--- src/rtl/tprs_pkg.sv ---
// tprs_pkg: shared types, constants and helpers for the two-level thread scheduler
// used by tprs_ready_q and two_level_priority_rr_scheduler_core
// no dependencies
`default_nettype none

package tprs_pkg;

	// slot table geometry
	localparam int MAX_THREADS = 16;
	localparam int SLOT_W      = $clog2(MAX_THREADS);
	localparam int CNT_W       = $clog2(MAX_THREADS + 1);
	localparam int TICK_W      = 16;

	localparam logic [TICK_W-1:0] QUANTUM_RESET = TICK_W'(20);

	typedef logic [SLOT_W-1:0] slot_t;
	typedef logic [CNT_W-1:0]  cnt_t;
	typedef logic [TICK_W-1:0] tick_t;

	// transaction function codes
	typedef enum logic [1:0] {
		FUNC_CREATE   = 2'd0,
		FUNC_EXIT     = 2'd1,
		FUNC_TICK     = 2'd2,
		FUNC_SET_PRIO = 2'd3
	} func_t;

	// context switch reasons
	typedef enum logic [1:0] {
		SW_NONE    = 2'd0,
		SW_EXIT    = 2'd1,
		SW_PREEMPT = 2'd2,
		SW_ROTATE  = 2'd3
	} switch_t;

	// ready queue request from the control logic
	typedef struct packed {
		logic  push;
		logic  pop;
		slot_t slot;
	} q_req_t;

	// ready queue status back to the control logic
	typedef struct packed {
		cnt_t  count;
		slot_t head_slot;
	} q_stat_t;

	// result of the free-slot search
	typedef struct packed {
		logic  found;
		slot_t idx;
	} free_t;

	// lowest free slot, priority encoded
	function automatic free_t lowest_free(input logic [MAX_THREADS-1:0] busy);
		free_t r;
		r.found = 1'b0;
		r.idx   = '0;
		for (int i = MAX_THREADS - 1; i >= 0; i--) begin
			if (!busy[i]) begin
				r.found = 1'b1;
				r.idx   = slot_t'(i);
			end
		end
		return r;
	endfunction

endpackage

`default_nettype wire

--- src/rtl/tprs_ready_q.sv ---
// tprs_ready_q: one FIFO ready queue of slot numbers, with head, tail and count
// depends on tprs_pkg
// pushes to a full queue are dropped, pops from an empty one are ignored
`default_nettype none

module tprs_ready_q
	import tprs_pkg::*;
(
	input  wire logic    clk,
	input  wire logic    arst_n,
	input  wire q_req_t  req,
	output q_stat_t      stat
);

	slot_t entry_q [MAX_THREADS];
	slot_t head_q;
	slot_t tail_q;
	cnt_t  count_q;

	logic push_en;
	logic pop_en;

	// a pop in the same cycle as a push into an empty queue takes the pushed slot
	assign push_en = req.push && (count_q != cnt_t'(MAX_THREADS));
	assign pop_en  = req.pop && ((count_q != '0) || push_en);

	assign stat.count     = count_q;
	assign stat.head_slot = entry_q[head_q];

	// entry storage, no reset needed
	always_ff @(posedge clk) begin
		if (push_en) begin
			entry_q[tail_q] <= req.slot;
		end
	end

	// pointers and fill count
	always_ff @(posedge clk or negedge arst_n) begin
		if (!arst_n) begin
			head_q  <= '0;
			tail_q  <= '0;
			count_q <= '0;
		end else begin
			if (push_en) begin
				tail_q <= (tail_q == slot_t'(MAX_THREADS - 1)) ? '0 : tail_q + 1'b1;
			end
			if (pop_en) begin
				head_q <= (head_q == slot_t'(MAX_THREADS - 1)) ? '0 : head_q + 1'b1;
			end
			if (push_en && !pop_en) begin
				count_q <= count_q + 1'b1;
			end else if (pop_en && !push_en) begin
				count_q <= count_q - 1'b1;
			end
		end
	end

`ifndef SYNTHESIS
	a_count_range: assert property (@(posedge clk) disable iff (!arst_n)
		count_q <= cnt_t'(MAX_THREADS))
		else $error("ready queue count out of range");
	a_empty_ptrs: assert property (@(posedge clk) disable iff (!arst_n)
		(count_q == '0) |-> (head_q == tail_q))
		else $error("empty ready queue with unequal pointers");
	a_partial_ptrs: assert property (@(posedge clk) disable iff (!arst_n)
		((count_q != '0) && (count_q != cnt_t'(MAX_THREADS))) |-> (head_q != tail_q))
		else $error("partly filled ready queue with equal pointers");
`endif

endmodule

`default_nettype wire

--- src/rtl/two_level_priority_rr_scheduler_core.sv ---
// two_level_priority_rr_scheduler_core: top level of the thread scheduler
// depends on tprs_pkg and tprs_ready_q
`default_nettype none

// One transaction enters per clock while the result side keeps up. The
// request is captured in an input register; when the result register is
// free, the slot table, both ready queues and the result register are
// updated from it in a single pass, and the result is presented from the
// result register. The longest path is the 16-slot free-slot priority
// encoder followed by the queue head select. A stalled result holds the
// input register, so throughput stays at one transaction per cycle while
// the result side keeps up. Slot 0 is running after reset. High-priority
// threads run until they exit or are set to low priority; low-priority
// threads rotate after the configured quantum of ticks (0 means 65536).
// Once the last thread exits with both queues empty, all_done is set and
// every later transaction returns the final state unchanged. The quantum
// should be written only while no transaction is in flight.

module two_level_priority_rr_scheduler_core
	import tprs_pkg::*;
(
	input  wire logic        clk,
	input  wire logic        arst_n,
	// configuration
	input  wire logic        cfg_we,
	input  wire tick_t       cfg_wdata,
	// request channel
	input  wire logic        in_valid,
	output logic             in_ready,
	input  wire logic [1:0]  func,
	input  wire logic        priority_req,
	// result channel
	output logic             out_valid,
	input  wire logic        out_ready,
	output slot_t            running_thread,
	output slot_t            new_thread,
	output logic             create_ok,
	output logic [1:0]       switch_kind,
	output logic             running_priority,
	output logic             all_done
);

	// configuration and scheduler state
	tick_t                  quantum_q;
	logic [MAX_THREADS-1:0] slot_busy_q;
	logic [MAX_THREADS-1:0] slot_high_q;
	tick_t                  ticks_q [MAX_THREADS];
	slot_t                  cur_q;
	logic                   finished_q;

	// input register
	logic  valid_s1;
	func_t func_s1;
	logic  prio_s1;

	// result register
	logic  out_valid_q;
	slot_t running_q;
	slot_t new_thread_q;
	logic  create_ok_q;
	logic  [1:0] switch_kind_q;
	logic  running_prio_q;
	logic  all_done_q;

	// next-state terms
	logic                   adv;
	logic                   fire;
	logic                   do_item;
	logic [MAX_THREADS-1:0] busy_d;
	logic [MAX_THREADS-1:0] high_d;
	logic                   ticks_we;
	slot_t                  ticks_idx;
	tick_t                  ticks_val;
	tick_t                  ticks_dec;
	slot_t                  cur_d;
	logic                   fin_d;
	slot_t                  new_slot;
	logic                   ok;
	switch_t                kind;
	logic                   do_dispatch;
	logic                   old_free;
	logic                   old_high;
	logic                   cur_high;
	free_t                  free_slot;
	q_req_t                 h_req;
	q_req_t                 l_req;
	q_stat_t                h_stat;
	q_stat_t                l_stat;

	// handshake: result register frees or is taken, input register follows
	assign adv      = !out_valid_q || out_ready;
	assign in_ready = !valid_s1 || adv;
	assign fire     = valid_s1 && adv;
	assign do_item  = fire && !finished_q;

	assign cur_high  = slot_high_q[cur_q];
	assign ticks_dec = ticks_q[cur_q] - 1'b1;
	assign free_slot = lowest_free(slot_busy_q);

	// ready queues
	tprs_ready_q u_high_q (
		.clk    (clk),
		.arst_n (arst_n),
		.req    (h_req),
		.stat   (h_stat)
	);

	tprs_ready_q u_low_q (
		.clk    (clk),
		.arst_n (arst_n),
		.req    (l_req),
		.stat   (l_stat)
	);

	// single-pass transaction decode, queue moves and dispatch
	always_comb begin
		busy_d      = slot_busy_q;
		high_d      = slot_high_q;
		ticks_we    = 1'b0;
		ticks_idx   = cur_q;
		ticks_val   = quantum_q;
		cur_d       = cur_q;
		fin_d       = finished_q;
		new_slot    = '0;
		ok          = 1'b0;
		kind        = SW_NONE;
		do_dispatch = 1'b0;
		old_free    = 1'b0;
		old_high    = cur_high;
		h_req       = '0;
		l_req       = '0;

		if (do_item) begin
			unique case (func_s1)
				FUNC_CREATE: begin
					if (free_slot.found) begin
						busy_d[free_slot.idx] = 1'b1;
						high_d[free_slot.idx] = prio_s1;
						ticks_we              = 1'b1;
						ticks_idx             = free_slot.idx;
						ticks_val             = quantum_q;
						new_slot              = free_slot.idx;
						ok                    = 1'b1;
						if (prio_s1) begin
							h_req.push = 1'b1;
							h_req.slot = free_slot.idx;
						end else begin
							l_req.push = 1'b1;
							l_req.slot = free_slot.idx;
						end
						do_dispatch = prio_s1 && !cur_high;
					end
				end
				FUNC_EXIT: begin
					busy_d[cur_q] = 1'b0;
					old_free      = 1'b1;
					if ((h_stat.count != '0) || (l_stat.count != '0)) begin
						do_dispatch = 1'b1;
					end else begin
						fin_d = 1'b1;
					end
				end
				FUNC_TICK: begin
					if (!cur_high) begin
						ticks_we  = 1'b1;
						ticks_idx = cur_q;
						if (ticks_dec == '0) begin
							ticks_val   = quantum_q;
							do_dispatch = 1'b1;
						end else begin
							ticks_val = ticks_dec;
						end
					end
				end
				FUNC_SET_PRIO: begin
					high_d[cur_q] = prio_s1;
				end
				default: begin
				end
			endcase

			// dispatch: requeue a still-busy running thread, pick high before low
			if (do_dispatch) begin
				if (!old_free) begin
					if (old_high) begin
						h_req.push = 1'b1;
						h_req.slot = cur_q;
					end else begin
						l_req.push = 1'b1;
						l_req.slot = cur_q;
					end
				end
				if ((h_stat.count != '0) || h_req.push) begin
					h_req.pop = 1'b1;
					cur_d     = (h_stat.count == '0) ? h_req.slot : h_stat.head_slot;
				end else begin
					l_req.pop = 1'b1;
					cur_d     = (l_stat.count == '0) ? l_req.slot : l_stat.head_slot;
				end
				if (old_free) begin
					kind = SW_EXIT;
				end else if (!old_high && high_d[cur_d]) begin
					kind = SW_PREEMPT;
				end else begin
					kind = SW_ROTATE;
				end
			end
		end
	end

	// configuration register
	always_ff @(posedge clk or negedge arst_n) begin
		if (!arst_n) begin
			quantum_q <= QUANTUM_RESET;
		end else if (cfg_we) begin
			quantum_q <= cfg_wdata;
		end
	end

	// slot table and running thread
	always_ff @(posedge clk or negedge arst_n) begin
		if (!arst_n) begin
			slot_busy_q    <= '0;
			slot_busy_q[0] <= 1'b1;
			slot_high_q    <= '0;
			for (int i = 0; i < MAX_THREADS; i++) begin
				ticks_q[i] <= '0;
			end
			ticks_q[0]     <= QUANTUM_RESET;
			cur_q          <= '0;
			finished_q     <= 1'b0;
		end else if (do_item) begin
			slot_busy_q <= busy_d;
			slot_high_q <= high_d;
			if (ticks_we) begin
				ticks_q[ticks_idx] <= ticks_val;
			end
			cur_q      <= cur_d;
			finished_q <= fin_d;
		end
	end

	// input register
	always_ff @(posedge clk or negedge arst_n) begin
		if (!arst_n) begin
			valid_s1 <= 1'b0;
			func_s1  <= FUNC_CREATE;
			prio_s1  <= 1'b0;
		end else if (in_ready) begin
			valid_s1 <= in_valid;
			if (in_valid) begin
				func_s1 <= func_t'(func);
				prio_s1 <= priority_req;
			end
		end
	end

	// result register valid
	always_ff @(posedge clk or negedge arst_n) begin
		if (!arst_n) begin
			out_valid_q <= 1'b0;
		end else if (adv) begin
			out_valid_q <= valid_s1;
		end
	end

	// result register payload
	always_ff @(posedge clk) begin
		if (fire) begin
			running_q      <= cur_d;
			new_thread_q   <= new_slot;
			create_ok_q    <= ok;
			switch_kind_q  <= kind;
			running_prio_q <= high_d[cur_d];
			all_done_q     <= fin_d;
		end
	end

	assign out_valid        = out_valid_q;
	assign running_thread   = running_q;
	assign new_thread       = new_thread_q;
	assign create_ok        = create_ok_q;
	assign switch_kind      = switch_kind_q;
	assign running_priority = running_prio_q;
	assign all_done         = all_done_q;

`ifndef SYNTHESIS
	a_running_busy: assert property (@(posedge clk) disable iff (!arst_n)
		!finished_q |-> slot_busy_q[cur_q])
		else $error("running slot is not busy");
	a_thread_census: assert property (@(posedge clk) disable iff (!arst_n)
		!finished_q |-> ($countones(slot_busy_q) ==
			int'(h_stat.count) + int'(l_stat.count) + 1))
		else $error("busy slots do not match queued plus running threads");
	a_finished_sticks: assert property (@(posedge clk) disable iff (!arst_n)
		finished_q |=> finished_q)
		else $error("all-done flag cleared");
	a_high_not_rotated: assert property (@(posedge clk) disable iff (!arst_n)
		(do_item && (func_s1 == FUNC_TICK) && cur_high) |=> (cur_q == $past(cur_q)))
		else $error("tick switched away from a high-priority thread");
`endif

endmodule

`default_nettype wire
--- config.mk ---
export PLATFORM = sky130hd
export DESIGN_NAME = two_level_priority_rr_scheduler_core
export DESIGN_NICKNAME = d
export VERILOG_FILES = /design/src/rtl/tprs_pkg.sv /design/src/rtl/tprs_ready_q.sv /design/src/rtl/two_level_priority_rr_scheduler_core.sv
export SDC_FILE = /design/constraint.sdc
export NUM_CORES = 1
export LEC_CHECK = 0
export BUFFER_PORTS_ARGS = -buffer_cell sky130_fd_sc_hd__buf_2
export CAP_MARGIN = 40
export CORE_MARGIN = 3
export CORE_UTILIZATION = 25
export CTS_BUF_LIST = sky130_fd_sc_hd__clkbuf_16
export DETAILED_ROUTE_END_ITERATION = 10
export SETUP_SLACK_MARGIN = 0.15
export SKIP_LAST_GASP = 1
export SLEW_MARGIN = 0
export SYNTH_ARGS = -nofsm -noshare
export SYNTH_HDL_FRONTEND = slang
export SYNTH_SLANG_ARGS = --single-unit
--- constraint.sdc ---
create_clock -name clk -period 9.4 [get_ports clk]
set_input_delay 1.88 -clock clk [delete_from_list [all_inputs] [get_ports clk]]
set_output_delay 1.88 -clock clk [all_outputs]
set_load 0.03 [all_outputs]
==> results of run 1 <==
[worst max path at each step]
| stage | depth (start not counted) | from | to |
|---|---|---|---|
| finish | 20 | cur_q[0]$_DFFE_PN0P_ | u_low_q.count_q[4]$_DFFE_PN0P_ |
| global route | 20 | cur_q[0]$_DFFE_PN0P_ | u_low_q.count_q[4]$_DFFE_PN0P_ |
| CTS | 20 | cur_q[0]$_DFFE_PN0P_ | u_low_q.count_q[4]$_DFFE_PN0P_ |
| detailed placement | 20 | cur_q[0]$_DFFE_PN0P_ | u_low_q.count_q[4]$_DFFE_PN0P_ |
| global placement | 20 | cur_q[0]$_DFFE_PN0P_ | u_low_q.count_q[4]$_DFFE_PN0P_ |
| floorplan | 27 | cur_q[0]$_DFFE_PN0P_ | u_low_q.count_q[4]$_DFFE_PN0P_ |
[state kept, by name, indices dropped and copies added (netlist names), 5 cells and up]
name / count
ticks_q: 256
slot_busy_q: 16
slot_high_q: 16
u_low_q.entry_q: 64
u_low_q.count_q: 5
u_high_q.entry_q: 64
u_high_q.count_q: 5
quantum_q: 16
[metrics by stage]
stage                     std cells  total power, W  instance area, sq um
after floorplan                1821         0.00537                 23200
after global placement         3037         0.00621                 24900
after detailed placement       3049         0.00633                 25000
after CTS                      3141         0.00829                 26500
after global routing           3141         0.00874                 26500
final                          3141         0.00824                 26500
[kinds of logic (layout without fill, tap and decap cells)]
family | Yosys count | in the layout
flops | 481 | 481
compound gates | 341 | 341
mux | 343 | 343
fa+ha+maj | 26 | 26
buf+inv | 142 | 219
simple gates | 462 | 462
xor+xnor | 26 | 26
[layout make-up]
type,count,area [sq um]
clock buffer,51,1280
clock inverter,41,317
fill,9395,65400
inverter,37,139
multi-input combinational,1198,9880
sequential,481,12800
tap,1243,1560
timing repair buffer,90,626
[report_power, final]
group | switching (W) | leakage [nW] | internal, W
Combinational | 0.00182 | 4.19 | 0.00138
Clock | 0.000826 | 0.812 | 0.00110
Sequential | 0.000423 | 5.81 | 0.00269
[critical path, stage by stage, from the launching register on]
cell and delay, ns:
dfrtp_4 0.83, buf_12 0.38, mux4_2 0.56, a22oi_1 0.21, nand2_1 0.18, nor3_1 0.34, nand2b_1 0.26, xnor2_1 0.22
or4_4 0.56, nor4_1 0.58, o21ai_1 0.25, nor2_1 0.19, a2bb2oi_1 0.70, ha_1 0.33, inv_1 0.11, fa_1 0.42
a21o_1 0.18, a21oi_1 0.19, xnor2_1 0.15, nor2_1 0.07, xor2_1 0.14
[cells in the mapped netlist, types with 10 or more instances]
cell type,n,area share
and2_1,23,0.0062
ha_1,24,0.013
a21o_1,11,0.0036
nand3_1,26,0.0056
nand2_1,210,0.034
xnor2_1,17,0.0064
nand2b_1,21,0.0057
buf_2,10,0.0022
edfxtp_1,141,0.18
clkbuf_1,75,0.012
a31oi_1,14,0.0038
mux4_2,105,0.10
o211ai_1,10,0.0032
o21ai_0,173,0.037
nor2_1,90,0.015
mux2i_1,25,0.011
nor2b_1,11,0.0030
a21oi_1,41,0.0088
buf_1,10,0.0016
mux2_2,207,0.10
inv_1,32,0.0052
nor3_1,20,0.0043
a22oi_1,24,0.0078
dfrtp_1,335,0.36
[metal layers]
metal,global-route usage,up-vias,wire length (um)
li1,-,6811,-
met1,0.175,7933,28000
met2,0.209,467,29400
met3,0.0230,91,3530
met4,0.0350,0,1380
met5,0,-,0
==> impl_metrics.json, run 1 <==
{
  "outcome": "complete, no violations",
  "synth_top_family_by_area": "multiplexers",
  "tns_ns": 0,
  "grt_pass1_vias": 16000,
  "routed_wl_um": 62300,
  "synth_warnings": 0,
  "drive_above_1_share": 0.274,
  "worst_skew_pair.late_latency_ns": 0.60,
  "startpoint_type": "register",
  "drc": 0,
  "worst_pin_slew_ns": 1.02,
  "max_cap_viol_count": 0,
  "ctsLongestPathBuffers": 3,
  "async_flop_share": 0.707,
  "period_needed_ns": 7.08,
  "finalCoreUtilization": 0.289,
  "die-area_sq_um": 96600,
  "synthXorXnorAreaFrac": 0.00980,
  "fin_nets": 1908,
  "finalCritPeriodShare": 0.753,
  "vias": 15300,
  "cts_hold_buf": 0,
  "num_io_pins": 39,
  "synth_fp_nets": 1871,
  "hold_start": "ticks_q[145]$_DFFE_PN0P_",
  "worst_slack_ns": 2.32,
  "most-common-layout-cells": "dfrtp_1, nand2_1, mux2_2",
  "crit_fanout": 46,
  "holdCritPathClass": "reg -> reg",
  "synth_cell_type_count": 79,
  "clkSlewWorstSetupHoldPaths_ns": 0.06,
  "grt_setup_unrepaired": "no",
  "fmax_mhz": 141,
  "rows": 111,
  "hold-worst-slack_ns": 0.478,
  "worstRegToRegCells": 20,
  "synth_ff_type": "dfrtp_1",
  "synth_edf_count": 141,
  "synth-simple-area-share": 0.0918,
  "initial_core_util": 0.253,
  "synthAdderAreaFrac": 0.0147,
  "slew_headroom": 0.318,
  "clock-sinks": 481,
  "final_common_cell": "dfrtp_1",
  "r2r-end": "u_low_q.count_q[4]$_DFFE_PN0P_",
  "rrSetupSlack_ns": 2.32,
  "hold_path_depth": 2,
  "setup_viol": 0,
  "ys_ff_latch": 481,
  "io_buffer_count": 38,
  "hpwlAfterDp_um": 42200,
  "synth.yosys.seq_area_share": 0.549,
  "wl_per_cell_um": 19.8,
  "gr-total-overflow": 0,
  "min_to": "ticks_q[145]$_DFFE_PN0P_",
  "syn_avg_cell_area_sq_um": 12.8,
  "ant_nets": 0,
  "end_kind": "register",
  "p_leak_nw": 10.8,
  "htreeDepth": 2,
  "path_class": "reg -> reg",
  "clock_tree.root_cell": "clkbuf_16",
  "grt_pass1_wl_um": 98300,
  "die_w_um": 311,
  "synthMuxAreaShare": 0.218,
  "place_ws_ns": 2.31,
  "cts-buffers-inserted": 50,
  "gp_congestion": 0.909,
  "ir_drop_uv": 149,
  "syn_area_sq_um": 23200,
  "grt_usage": 0.128,
  "synthCells": 1821,
  "die_y_um": 311,
  "vias_per_cell": 4.87,
  "drt_iter0_drc": 1281,
  "cts_setup_buffers": 0,
  "synth_compound_area_frac": 0.0890,
  "final_max_slew_viol_count": 0,
  "antenna_found_initial": 1,
  "cts_tree": "built",
  "area_growth_pct": 14.3,
  "diodes": 0,
  "cts_resized": 0,
  "hold_viol": 0,
  "firstDrtPassIters": 5,
  "cp.arrival_ns": 7.54,
  "grt_max_degree": 183,
  "cp_data_required_time_ns": 9.86,
  "skew_ns": 0.0327,
  "crit-reg2reg-launch": "cur_q[0]$_DFFE_PN0P_",
  "powerDensity_nw_per_um2": 311,
  "core_sq_um": 91900
}
No activity file was read; power rests on OpenSTA's default activity.
==> run 2: changes to the inputs <==
Clock period 9.4 ns to 6.9 ns, I/O delays scaled along.
==> run 2 against run 1 <==
  * Critical path depth rose by 3
  * Critical endpoint is now u_high_q.count_q[4]$_DFFE_PN0P_
  * Highest routed layer unchanged
  * Routed wire length grew 2.6%
  * Sequential power increased by 37%
  * Register-to-register slack got worse by 1.7 ns
  * Clock power increased by 42%
  * Global-route usage is 0.19 points higher
  * First-iteration DRC count is 14% higher
==> impl_metrics.json, run 2 (synthesis results as in run 1) <==
{
  "antenna_found_initial": 3,
  "grt_usage": 0.130,
  "crit_slowest_cell": "dfrtp_1",
  "hold_viol": 0,
  "tns_ns": 0,
  "ir_drop_uv": 211,
  "vias": 15400,
  "rows": 111,
  "grt_max_degree": 120,
  "grt_pass1_wl_um": 98800,
  "p_switching_w": 0.00424,
  "drive_above_1_share": 0.279,
  "regMostFlops": "ticks_q",
  "htreeDepth": 2,
  "powerDensity_nw_per_um2": 425,
  "firstDrtPassIters": 8,
  "die_y_um": 311,
  "final_common_cell": "dfrtp_1",
  "num_io_pins": 39,
  "worst_skew_pair.late_latency_ns": 0.63,
  "die-area_sq_um": 96600,
  "crit_chain": "and2_1 > nand2_1 > nand4_1 > inv_1 > ha_1 > inv_1 > o32ai_1 > a21oi_1 > nand2b_1 > xnor2_1 > or4_4 > or4_4 > a21oi_2 > buf_4 > nand2b_1 > ha_1 > inv_1 > ha_1 > a21o_1 > a21oi_1 > xnor2_1 > nor2_1 > xor2_1",
  "outcome": "complete, no violations",
  "gp_congestion": 0.890,
  "fillers": 9368,
  "finalCoreUtilization": 0.291,
  "hold-worst-slack_ns": 0.475,
  "path_class": "reg -> reg",
  "crit-reg2reg-launch": "cur_q[3]$_DFFE_PN0P_",
  "vias_per_cell": 4.89,
  "largest_reg_flops": 256,
  "skew_ns": 0.0504,
  "critPathTopFamily": "simple AND/OR/NAND/NOR gates",
  "path_buf_inv": 4,
  "clock-sinks": 481,
  "p_clk_frac": 0.240,
  "die_w_um": 311,
  "most-common-layout-cells": "dfrtp_1, nand2_1, mux2_2",
  "p_total_w": 0.0114,
  "io_buffer_count": 38,
  "max_cap_viol_count": 0,
  "p_leak_nw": 10.9,
  "period_needed_ns": 6.25,
  "hold_start": "ticks_q[18]$_DFFE_PN0P_",
  "critPathMaxStageDelay_ns": 0.82,
  "fmax_mhz": 160,
  "ant_nets": 0,
  "initial_core_util": 0.253,
  "holdCritPathClass": "reg -> reg",
  "drt_iter0_drc": 1454,
  "cp_data_required_time_ns": 7.37,
  "cts-buffers-inserted": 50,
  "clkSlewWorstSetupHoldPaths_ns": 0.07,
  "cp.arrival_ns": 6.72,
  "end_kind": "register",
  "setup_viol": 0,
  "slew_headroom": 0.363,
  "gr-total-overflow": 0,
  "core_sq_um": 91900,
  "worst_pin_slew_ns": 0.952,
  "drc": 0,
  "wl_per_cell_um": 20.3,
  "switching_share": 0.373,
  "cts_hold_buf": 0,
  "grt_pass1_vias": 16000,
  "fin_nets": 1915,
  "crit_fanout": 17,
  "cts_tree": "built",
  "p_seq_frac": 0.377,
  "pwr-share-comb": 0.383,
  "cp-startpoint": "cur_q[3]$_DFFE_PN0P_",
  "finalCritPeriodShare": 0.906,
  "hpwlAfterDp_um": 43200,
  "clock_tree.root_cell": "clkbuf_16",
  "routed_wl_um": 63900,
  "area_growth_pct": 15.2,
  "reg_top3": "ticks_q: 256 flops, u_high_q.entry_q: 64 flops, u_low_q.entry_q: 64 flops",
  "p_int_w": 0.00713,
  "final_max_slew_viol_count": 0,
  "startpoint_type": "register",
  "grt_setup_unrepaired": "no",
  "ctsLongestPathBuffers": 3
}
[run 2: area by class of cell]
type,instances,area (sq um),area share
inverter,37,139,0.00519
clock inverter,40,398,0.0149
multi-input combinational,1198,9890,0.370
antenna,1,2.50,0.0000935
tap,1243,1560,0.0581
clock buffer,51,1280,0.0477
sequential,481,12800,0.477
timing repair buffer,97,741,0.0277
[run 2: final timing paths]
check	end	slack (ns)	depth (start not counted)
min in group asynchronous	ticks_q[55]$_DFFE_PN0P_	0.77	1
hold / removal	ticks_q[18]$_DFFE_PN0P_	0.47	2
max in group asynchronous	ticks_q[102]$_DFFE_PN0P_	4.77	2
hold reg to reg	ticks_q[18]$_DFFE_PN0P_	0.47	2
setup / recovery	u_high_q.count_q[4]$_DFFE_PN0P_	0.65	23
setup reg to reg	u_high_q.count_q[4]$_DFFE_PN0P_	0.65	23
[run 2: what timing repair did]
action | 4_1_cts | 5_1_grt
gates resized for setup | 0 | 2
setup endpoints to repair | 0 | 3
endpoints found under the hold margin | 0 | 0
buffers inserted | 0 | 1
[run 2: through the flow]
step | worst slack [ns] | cell area [sq um] | cells
6_report | 0.650 | 26800 | 3148
5_1_grt | 0.293 | 26800 | 3147
4_1_cts | 0.334 | 26700 | 3145
3_5_place_dp | 0.406 | 25000 | 3054
3_3_place_gp | 0.596 | 24900 | 3045
2_1_floorplan | 1.43 | 23200 | 1821
[run 2: tightest hold or removal path, delay by kind of cell (launching register included)]
family | cells | cell delay (ns)
flops | 1 | 0.34
simple gates | 1 | 0.04
compound gates | 1 | 0.06
[run 2: power by group through the flow]
stage          registers [W]  logic, W  clock network (W)
2_1_floorplan        0.00402   0.00329                  0
3_3_place_gp         0.00431   0.00412                  0
3_5_place_dp         0.00435   0.00427                  0
4_1_cts              0.00430   0.00429            0.00280
5_1_grt              0.00438   0.00473            0.00291
6_report             0.00428   0.00436            0.00273
[run 2: per-layer routing]
layer / up-vias / GRT usage / part of all wire
met4: 0 / 0.0445 / 0.031
met1: 7962 / 0.179 / 0.44
met3: 119 / 0.0246 / 0.060
met2: 466 / 0.205 / 0.46
met5: - / 0 / 0
li1: 6842 / - / -
